--- config.mk ---
export PLATFORM = sky130hd
export DESIGN_NAME = hwd_ctrl
export DESIGN_NICKNAME = d
export VERILOG_FILES = /design/src/rtl/core/hwd_pkg.sv /design/src/rtl/core/hwd_ctrl.sv
export SDC_FILE = /design/constraint.sdc
export NUM_CORES = 1
export LEC_CHECK = 0
export BUFFER_PORTS_ARGS = -buffer_cell sky130_fd_sc_hd__clkbuf_2
export CAP_MARGIN = 20
export CORE_MARGIN = 3
export CORE_UTILIZATION = 40
export DETAILED_ROUTE_END_ITERATION = 10
export HOLD_SLACK_MARGIN = 0.03
export PLACE_DENSITY = 0.68
export SYNTH_ARGS = -nofsm -noshare
export SYNTH_HDL_FRONTEND = slang
export SYNTH_SLANG_ARGS = --single-unit
--- constraint.sdc ---
create_clock -name clk_i -period 3.95 [get_ports clk_i]
set_clock_uncertainty 0.05 [all_clocks]
set_input_delay 0.395 -clock clk_i [delete_from_list [all_inputs] [get_ports clk_i]]
set_output_delay 0.395 -clock clk_i [all_outputs]
set_load 0.02 [all_outputs]
--- src/rtl/core/hwd_pkg.sv ---
// Shared types, constants and helpers for the Haar wavelet denoise core.
// Used by hwd_ctrl, hwd_dp and haar_wavelet_denoise_core; no dependencies.
`timescale 1ns / 1ps
package hwd_pkg;

  localparam int unsigned AddrW   = 6;
  localparam int unsigned Depth   = 64;
  localparam int unsigned SampleW = 16;
  localparam int unsigned ValueW  = 32;
  localparam int unsigned ThrW    = 31;
  localparam int unsigned ProdW   = 51;
  localparam logic signed [17:0] HaarK = 18'sd92682;

  localparam logic [1:0] ModeFwd = 2'd0;
  localparam logic [1:0] ModeInv = 2'd1;
  localparam logic [1:0] ModeDen = 2'd2;

  localparam logic [1:0] RegMode   = 2'd0;
  localparam logic [1:0] RegLength = 2'd1;
  localparam logic [1:0] RegThresh = 2'd2;

  typedef enum logic [1:0] {
    CW_LOAD,
    CW_COPY,
    CW_SHRINK
  } cw_sel_e;

  typedef struct packed {
    logic             rd_en;
    logic [AddrW-1:0] ra0;
    logic [AddrW-1:0] ra1;
    logic             sc_rd_en;
    logic [AddrW-1:0] sc_ra;
    logic             mul_en;
    logic             mul_diff;
    logic             sc_we;
    logic [AddrW-1:0] sc_wa;
    logic             cw_en;
    cw_sel_e          cw_sel;
    logic [AddrW-1:0] cw_wa;
    logic             out_ld;
    logic             out_last;
  } dp_cmd_t;

  typedef struct packed {
    logic out_busy;
  } dp_sts_t;

  // Clamp the length register to the supported range 1..6.
  function automatic logic [2:0] clamp_lg(input logic [2:0] lg);
    logic [2:0] r;
    r = lg;
    if (lg == 3'd0) r = 3'd1;
    if (lg == 3'd7) r = 3'd6;
    return r;
  endfunction

endpackage

--- src/rtl/core/hwd_ctrl.sv ---
// Sequencer for load, analysis, shrink, synthesis and emission of one block.
// Depends on hwd_pkg; commands hwd_dp.
`timescale 1ns / 1ps
module hwd_ctrl import hwd_pkg::*; (
  input  logic       clk_i,
  input  logic       rst_ni,
  input  logic [1:0] mode_i,
  input  logic [2:0] lg_i,
  input  logic       in_valid_i,
  output logic       in_ready_o,
  output dp_cmd_t    cmd_o,
  input  dp_sts_t    sts_i
);

  typedef enum logic [3:0] {
    S_LOAD, S_BF_RD, S_BF_MS, S_BF_WS, S_BF_WD, S_CP_RD, S_CP_WR,
    S_TH_RD, S_TH_WR, S_OUT_RD, S_OUT_WR
  } state_e;

  state_e     state_q, state_d;
  logic [6:0] lc_q, lc_d, cnt_q, cnt_d;
  logic [2:0] hl_q, hl_d;
  logic       syn_q, syn_d;
  logic [2:0] lg;
  logic [6:0] n, nm1, cp_last, lc_inc;
  logic [AddrW-1:0] i6, h6;

  assign lg      = clamp_lg(lg_i);
  assign n       = 7'd1 << lg;
  assign nm1     = n - 7'd1;
  assign cp_last = (7'd1 << (hl_q + 3'd1)) - 7'd1;
  assign lc_inc  = lc_q + 7'd1;
  assign i6      = cnt_q[AddrW-1:0];
  assign h6      = AddrW'(6'd1 << hl_q);
  assign in_ready_o = (state_q == S_LOAD);

  always_comb begin
    state_d = state_q;
    lc_d    = lc_q;
    cnt_d   = cnt_q;
    hl_d    = hl_q;
    syn_d   = syn_q;
    cmd_o   = '0;
    cmd_o.cw_sel = CW_LOAD;
    cmd_o.ra0 = syn_q ? i6 : {i6[4:0], 1'b0};
    cmd_o.ra1 = syn_q ? (h6 + i6) : {i6[4:0], 1'b1};
    unique case (state_q)
      S_LOAD: begin
        cmd_o.cw_wa = lc_q[AddrW-1:0];
        if (in_valid_i) begin
          cmd_o.cw_en = 1'b1;
          lc_d = lc_inc;
          if (lc_inc >= n) begin
            lc_d  = '0;
            cnt_d = '0;
            state_d = S_BF_RD;
            if (mode_i == ModeInv) begin
              syn_d = 1'b1;
              hl_d  = '0;
            end else begin
              syn_d = 1'b0;
              hl_d  = lg - 3'd1;
            end
          end
        end
      end
      S_BF_RD: begin
        cmd_o.rd_en = 1'b1;
        state_d = S_BF_MS;
      end
      S_BF_MS: begin
        cmd_o.mul_en = 1'b1;
        state_d = S_BF_WS;
      end
      S_BF_WS: begin
        cmd_o.sc_we    = 1'b1;
        cmd_o.sc_wa    = syn_q ? {i6[4:0], 1'b0} : i6;
        cmd_o.mul_en   = 1'b1;
        cmd_o.mul_diff = 1'b1;
        state_d = S_BF_WD;
      end
      S_BF_WD: begin
        cmd_o.sc_we = 1'b1;
        cmd_o.sc_wa = syn_q ? {i6[4:0], 1'b1} : (h6 + i6);
        if (i6 == h6 - AddrW'(1)) begin
          cnt_d = '0;
          state_d = S_CP_RD;
        end else begin
          cnt_d = cnt_q + 7'd1;
          state_d = S_BF_RD;
        end
      end
      S_CP_RD: begin
        cmd_o.sc_rd_en = 1'b1;
        cmd_o.sc_ra    = i6;
        state_d = S_CP_WR;
      end
      S_CP_WR: begin
        cmd_o.cw_en  = 1'b1;
        cmd_o.cw_sel = CW_COPY;
        cmd_o.cw_wa  = i6;
        if (cnt_q != cp_last) begin
          cnt_d = cnt_q + 7'd1;
          state_d = S_CP_RD;
        end else if (syn_q) begin
          cnt_d = '0;
          if (hl_q == lg - 3'd1) begin
            state_d = S_OUT_RD;
          end else begin
            hl_d = hl_q + 3'd1;
            state_d = S_BF_RD;
          end
        end else if (hl_q != 3'd0) begin
          cnt_d = '0;
          hl_d  = hl_q - 3'd1;
          state_d = S_BF_RD;
        end else if (mode_i == ModeFwd) begin
          cnt_d = '0;
          state_d = S_OUT_RD;
        end else if (lg == 3'd1) begin
          // two-sample block: no detail below the coarsest one
          cnt_d = '0;
          syn_d = 1'b1;
          state_d = S_BF_RD;
        end else begin
          cnt_d = 7'd2;
          state_d = S_TH_RD;
        end
      end
      S_TH_RD: begin
        cmd_o.rd_en = 1'b1;
        cmd_o.ra0   = i6;
        state_d = S_TH_WR;
      end
      S_TH_WR: begin
        cmd_o.cw_en  = 1'b1;
        cmd_o.cw_sel = CW_SHRINK;
        cmd_o.cw_wa  = i6;
        if (cnt_q == nm1) begin
          cnt_d = '0;
          hl_d  = '0;
          syn_d = 1'b1;
          state_d = S_BF_RD;
        end else begin
          cnt_d = cnt_q + 7'd1;
          state_d = S_TH_RD;
        end
      end
      S_OUT_RD: begin
        cmd_o.ra0 = i6;
        if (!sts_i.out_busy) begin
          cmd_o.rd_en = 1'b1;
          state_d = S_OUT_WR;
        end
      end
      S_OUT_WR: begin
        cmd_o.out_ld   = 1'b1;
        cmd_o.out_last = (cnt_q == nm1);
        if (cnt_q == nm1) begin
          state_d = S_LOAD;
        end else begin
          cnt_d = cnt_q + 7'd1;
          state_d = S_OUT_RD;
        end
      end
      default: state_d = S_LOAD;
    endcase
  end

  always_ff @(posedge clk_i or negedge rst_ni) begin
    if (!rst_ni) begin
      state_q <= S_LOAD;
      lc_q    <= '0;
      cnt_q   <= '0;
      hl_q    <= '0;
      syn_q   <= 1'b0;
    end else begin
      state_q <= state_d;
      lc_q    <= lc_d;
      cnt_q   <= cnt_d;
      hl_q    <= hl_d;
      syn_q   <= syn_d;
    end
  end

  a_lc_range: assert property (@(posedge clk_i) disable iff (!rst_ni) lc_q <= 7'd64)
    else $error("load count beyond block store");
  a_out_free: assert property (@(posedge clk_i) disable iff (!rst_ni)
    cmd_o.out_ld |-> !sts_i.out_busy)
    else $error("output register overwritten");
  a_last_load: assert property (@(posedge clk_i) disable iff (!rst_ni)
    (cmd_o.out_ld && cmd_o.out_last) |=> state_q == S_LOAD)
    else $error("no return to loading after last beat");

endmodule

# == Word level (Yosys, flattened, before mapping) ==
# Index checks and enable logic that the tools add are counted.
# totals
out_inout_bits,41
wordCells,120
register_bits,22
# classes
n_eq_ne,25
n_mux,62
reduce_logical,15
n_lt_le_gt_ge,1
n_addsub,9
shifts,3
# ops
op,count
$mux W7,11
$pmux W4 S11,1
$mux W3,13
$mux W4,9
$pmux W7 S5,1
$mux W6,5
$eq A4 B3 Y1 const B,4
$add A7 B1 Y7 const B,2
$pmux W7 S2,1
$shl A1 B3 Y7 const A,2
$sub A7 B1 Y7 const B,2
$mux W1,13
$eq A4 B4 Y1 const B,3
$pmux W6 S2,1
$ne A2 B2 Y1 const B,5
$pmux W3 S3,1
$eq A4 B2 Y1 const B,2
$reduce_or A2 Y1,4
$eq A7 B7 Y1,1
$ge A7 B7 Y1,1
$ne A7 B7 Y1,1
$reduce_and A7 Y1,1
$add A6 B6 Y6,1
$eq A6 B6 Y1,1
other kinds (24),29

# == Longest topological paths before layout ==
# Gate-level depths: netlist (run 1).
# logic_depth
ltp_word,10
mapped_depth,16
mapped_depth_nobuf,15

# == Least setup slack after synthesis (run 1) ==
# Ideal clock, no wire load.
# synth_timing
path_kind,input to register
start,in lg_i[2]
end,reg hl_q[0]
cell_stages,15
path_buffers,2
setup_ns,0.128
t_required_ns,3.772
path_slack_ns,0.284
arrival_time_ns,3.488
path_cell_list,buf_2 -> inv_1 -> maj3_1 -> ha_1 -> nor2b_1 -> inv_1 -> ha_1 -> xnor2_1 -> xnor2_1 -> o2111ai_1 -> or4_1 -> buf_2 -> a22o_4 -> nor3_4 -> mux2_1
# synth_between
elab_chain_cells,8
# synth_rtl
item,line,rtl
"start, declared",hwd_ctrl.sv:8,"input logic [2:0] lg_i,"
$logic_not A3 Y1,hwd_pkg.sv:53,if (lg == 3'd0) r = 3'd1;
$mux W3,hwd_pkg.sv:53,
$mux W3 *,hwd_pkg.sv:54,if (lg == 3'd7) r = 3'd6;
$shl A1 B3 Y7 / $sub A3 B1 Y3 (equally long branches),"hwd_ctrl.sv:29, hwd_ctrl.sv:62, hwd_ctrl.sv:107",
$sub A7 B1 Y7 / $mux W3 (equally long branches),"hwd_ctrl.sv:30, hwd_ctrl.sv:57",
$eq A7 B7 Y1 / $mux W3 (equally long branches),"hwd_ctrl.sv:139, hwd_ctrl.sv:53",
$ne A2 B2 Y1 (no line) / $mux W3 (equally long branches),-,
$reduce_and A7 Y1 (no line) / $pmux W3 S3 (equally long branches),-,
"end signal, assigned",hwd_ctrl.sv:181,hl_q <= hl_d;
"end, declared",hwd_ctrl.sv:22,"logic [2:0] hl_q, hl_d;"
# Every way passes the cells marked *; elsewhere a longest branch is shown, timed or not. The select of a mux whose other input is x is not followed.
# A chain may end at the register's enable or synchronous reset.

==> results of run 1 <==
[cell usage in the layout, fill, tap and decap left out, types with 8 or more instances in the layout]
master	Yosys	layout
nand3_1	12	12
nor3_1	9	8
and2_1	8	8
xor2_1	9	9
ha_1	30	30
a21oi_1	15	15
nand2_1	37	37
mux2_2	9	9
inv_1	21	21
nand2b_1	12	12
o21ai_0	19	19
nor2_1	26	26
clkbuf_2	0	49
xnor2_1	29	29
dfrtp_1	22	22
a22o_1	13	13
[layout make-up]
cell class	instances	area, µm²	area share
clock buffer	3	41.29	0.01261
sequential	22	550.5	0.1681
timing repair buffer	54	282.8	0.08633
inverter	21	78.83	0.02406
tap	96	120.1	0.03667
clock inverter	1	30.03	0.009167
multi-input combinational	301	2172	0.6631
[final timing paths]
check	endpoint	slack, ps	cells after the start
setup / recovery	cmd_o[0]	290	13
hold / removal	state_q[2]	70	1
setup reg to reg	hl_q[0]	500	11
hold reg to reg	lc_q[6]	490	1
max in group asynchronous	state_q[3]	3390	1
min in group clk_i	state_q[0]	350	2
[registers in the layout, indices dropped and copies added, names as in the netlist]
name     cells
lc_q         7
hl_q         3
state_q      4
cnt_q        7
syn_q        1
[per-layer routing]
metal	part of all wire	vias up	track usage
met5	0	-	0
met4	0.019	0	0.04271
met3	0.047	14	0.02486
met2	0.47	82	0.3084
met1	0.47	1318	0.2470
li1	-	1352	-
[power breakdown]
part	internal (mW)	total [mW]	switching, mW	leakage (nW)
Sequential	0.284	0.481	0.197	0.292
Combinational	0.612	1.45	0.842	1.23
Clock	0.135	0.211	0.0759	0.0357
Total	1.03	2.15	1.11	1.55
[cells by family after synthesis]
family | after synthesis | share of synthesized area
XOR/XNOR | 38 | 0.1152
buffers and inverters | 45 | 0.06020
AO/OA/AOI/OAI | 83 | 0.2010
multiplexers | 17 | 0.06410
flip-flops | 22 | 0.1906
AND/OR/NAND/NOR | 131 | 0.2287
adder cells (fa/ha/maj) | 32 | 0.1403
[cell usage after synthesis (2+ instances only)]
master	count
a21oi_1	15
xor2_1	9
buf_2	4
mux2i_1	5
dfrtp_1	22
nand3_1	12
mux2_2	9
xnor2_1	29
nand2b_1	12
mux2_1	3
a31oi_1	2
a21o_1	5
o22ai_1	5
o21ai_0	19
a211oi_1	2
nor3_1	9
inv_1	21
o2111ai_1	3
o21bai_1	2
nor4_1	2
and2_1	8
a22oi_1	4
clkbuf_1	19
a221o_1	2
nand2_1	37
nand4_1	4
nor3b_1	2
ha_1	30
nor2b_1	8
a22o_1	13
and3_1	4
nor2_1	26
[per-stage QoR]
stage / cell area (µm²) / power, mW / hold WS (ps) / std cells
floorplan: 2889 / 1.572 / 49.41 / 368
detailed placement: 3197 / 1.931 / 365.9 / 494
finish: 3276 / 2.147 / 68.91 / 498
global placement: 3197 / 1.906 / 368.3 / 494
global route: 3276 / 2.344 / 100.9 / 498
CTS: 3268 / 2.147 / 76.19 / 498
[critical path: stages]
cell and delay (ps):
clkbuf_2 110, inv_1 80, maj3_1 420, inv_1 130, ha_1 200, nand2b_1 120, ha_1 270, xnor2_1 190
xnor2_1 140, o2111ai_1 110, or4_1 660, nor3_2 190, clkbuf_2 200
[what timing repair did]
item	in CTS	in global routing
resized for setup	0	2
hold buffers	0	0
endpoints found under the setup margin	0	1
hold endpoints to repair	0	0
==> out/results.ini, run 1 <==
[run_status]
status = complete, no violations

[setup_path]
startpoint_type = input pin
cp-startpoint = lg_i[1]
reg2reg_from = hl_q[1]
crit_type = in2out
cp.required_ps = 3500
cp_max_fo = 6
critPathArrivalTime_ps = 3210
worstSetupEndpointType = primary output

[timing]
worst_slack_ps = 290.4
tightest_slew_ps = 768.8
post-route-period-util = 0.9265
slew_headroom = 0.4874
fin_tns_setup_ps = 0
period_needed_ps = 3660
hold_viol = 0
drv_slew = 0
fmax_ghz = 0.2733
rsz0062_at_grt = false
setup-violations-final = 0

[die]
rows = 30
initial_core_util = 0.4183
coreArea_um2 = 6907
ios = 50
dieArea_um2 = 8278
die_w_um = 90.99
die_height_um = 90.99

[finish]
utilization = 0.4743
fin_nets = 443
diodes = 0
layout-drive-gt1-share = 0.1891
syn_to_final_growth_pct = 13.38
nFillCells = 725

[global_routing]
grt_pass1_wl_um = 12780
grt_use_total = 0.1829
antenna_found_initial = 0
grt_max_degree = 25
grt_pass1_vias = 2707
gr-total-overflow = 0

[clock_tree]
clk_transition_reported_paths_ps = 90
clock_latency_ps = 260
cts_tree = done
cts_max_level = 1
clk_path_buf_depth = 2
root_buffer = clkbuf_8
post-cts-setup-buffers = 0
numCtsBuffers = 3
cts_num_sinks = 22

[synthesis]
yosysWarnings = 0
yosysUniqueCellTypes = 53
synth_edf_count = 0
async_reset_ff_frac = 1.000
synth_top_cell_by_area = dfrtp_1
syn_area_um2 = 2889
synth_top_area_frac = 0.1906
synth-seq-area-share = 0.1906
syn_avg_cell_area_um2 = 7.851
synthTopCellsByArea = dfrtp_1, ha_1, xnor2_1
syn_inst = 368
ys_ff_latch = 22
syn_nets = 408
ys_dominant_reg_cell = dfrtp_1

[route]
num_vias = 2766
initialDrtViolationCount = 197
drt_first_pass_iters = 4
viasPerCell = 5.554
drc = 0
post_drt_wl_per_cell_um = 15.24
ant_nets = 0
wirelength_um = 7588

[placement]
place_congestion = 0.9258
hpwlAfterDp_um = 5897
portBuffers = 49
pre_cts_slack_ps = 37.50

[worst_hold_path]
hold_path.class = in2async

[power_and_ir_drop]
p_leak_nw = 1.554
powerDensity_nw_per_um2 = 655.3
irDropWorstVdd_mv = 0.2250

[flow_run]
max_cap_violations = 0

Note: power is estimated with default switching activity, not from simulation.
==> run 2: changes to the inputs <==
- CORE_ASPECT_RATIO: not set -> 0.8
==> out/results.ini, run 2 (same netlist as run 1, synthesis figures left out) <==
[run_status]
status = complete, no violations

[finish]
reg_top3 = cnt_q x7, lc_q x7, state_q x4
final_cells = 490
layout.cells.most_common = clkbuf_2
final_cell_mix = clkbuf_2, nand2_1, ha_1
syn_to_final_growth_pct = 12.99
layout-drive-gt1-share = 0.1861
diodes = 0
fin_nets = 444

[die]
coreArea_um2 = 6959
initial_core_util = 0.4151
die_w_um = 101.0
dieArea_um2 = 8285
die_height_um = 82.02
rows = 27
ios = 50

[clock_tree]
numCtsBuffers = 3
cts_max_level = 1
cts_num_sinks = 22
cts_tree = done
root_buffer = clkbuf_8
clk_path_buf_depth = 2
postCtsHoldBufs = 0
post-cts-setup-buffers = 0
cts-resized-gates = 0
clock_latency_ps = 270
clk_transition_reported_paths_ps = 100

[timing]
hold_viol = 0
rsz0062_at_grt = false
fmax_ghz = 0.2725
fin_tns_setup_ps = 0
post-route-period-util = 0.9291
tightest_slew_ps = 763.6
period_needed_ps = 3670
setup-violations-final = 0
slew_headroom = 0.4867
drv_slew = 0

[setup_path]
cp_max_fo = 6
reg2reg_depth = 11
cp.required_ps = 3500
startpoint_type = input pin
crit_type = in2out
critPathArrivalTime_ps = 3230
worstSetupEndpointType = primary output

[placement]
dpl.cell_count = 486
portBuffers = 49
place_congestion = 0.9227
hpwlAfterDp_um = 5897

[global_routing]
grt_pass1_wl_um = 12480
grt_pass1_vias = 2558
antenna_found_initial = 0
grt_max_degree = 25
grt_use_total = 0.1872
gr-total-overflow = 0

[route]
ant_nets = 0
num_vias = 2743
initialDrtViolationCount = 119
viasPerCell = 5.598
wirelength_um = 7518
post_drt_wl_per_cell_um = 15.34
drt_first_pass_iters = 4
drc = 0

[power_and_ir_drop]
p_leak_nw = 1.559
irDropWorstVdd_mv = 0.3085
powerDensity_nw_per_um2 = 658.9

[worst_hold_path]
hold_path.class = in2async

[flow_run]
max_cap_violations = 0

run 2: changes by cell type in the layout (fill, tap and decap cells not counted):
cell and change:
nor2b_2 -1, nor3_2 -1, buf_4 +1, nor3_1 +1
nor2b_1 +1
run 2: worst max-delay path, cell delays in order:
cell       delay [ps]
clkbuf_2          100
inv_1              80
maj3_1            400
inv_1             130
ha_1              180
nand2b_1          100
ha_1              270
xnor2_1           230
xnor2_1           140
o2111ai_1         130
or4_1             660
nor3_1            200
clkbuf_2          200
run 2: path summary, 6_finish.rpt:
path	start	end	slack, ps
setup / recovery	lg_i[1]	cmd_o[0]	280
hold / removal	rst_ni	syn_q	60
max in group asynchronous	rst_ni	hl_q[2]	3380
min in group clk_i	sts_i	state_q[0]	320
setup reg to reg	hl_q[1]	hl_q[0]	490
hold reg to reg	lc_q[6]	lc_q[6]	520
run 2: per-stage QoR:
stage / power, mW / util / setup WS, ps / hold WS (ps) / cell area (µm²)
floorplan: 1.572 / - / 284.2 / 49.41 / 2889
global placement: 1.916 / 0.4588 / 228.2 / 366.4 / 3193
detailed placement: 1.934 / 0.4588 / 59.60 / 362.4 / 3193
CTS: 2.153 / 0.4691 / 276.9 / 68.62 / 3264
global route: 2.359 / 0.4691 / 83.91 / 82.64 / 3264
finish: 2.151 / 0.4691 / 279.9 / 61.79 / 3264
run 2: layer usage:
layer  share of wire  global-route usage
met4          0.0082             0.04914
met3           0.065             0.02377
met5               0                   0
met1            0.49              0.2664
met2            0.44              0.2989
run 2: report_power, final:
| group | total [mW] | switching, mW | internal, mW |
|---|---|---|---|
| Combinational | 1.47 | 0.855 | 0.617 |
| Sequential | 0.462 | 0.178 | 0.285 |
| Clock | 0.217 | 0.0815 | 0.136 |
| Total | 2.15 | 1.11 | 1.04 |
run 2: cell type report:
| type | instances | area (µm²) |
|---|---|---|
| Sequential cell | 22 | 550.5 |
| Clock inverter | 1 | 30.03 |
| Inverter | 21 | 78.83 |
| Multi-Input combinational cell | 301 | 2165 |
| Fill cell | 691 | 3695 |
| Tap cell | 87 | 108.9 |
| Timing Repair Buffer | 55 | 290.3 |
| Clock buffer | 3 | 41.29 |
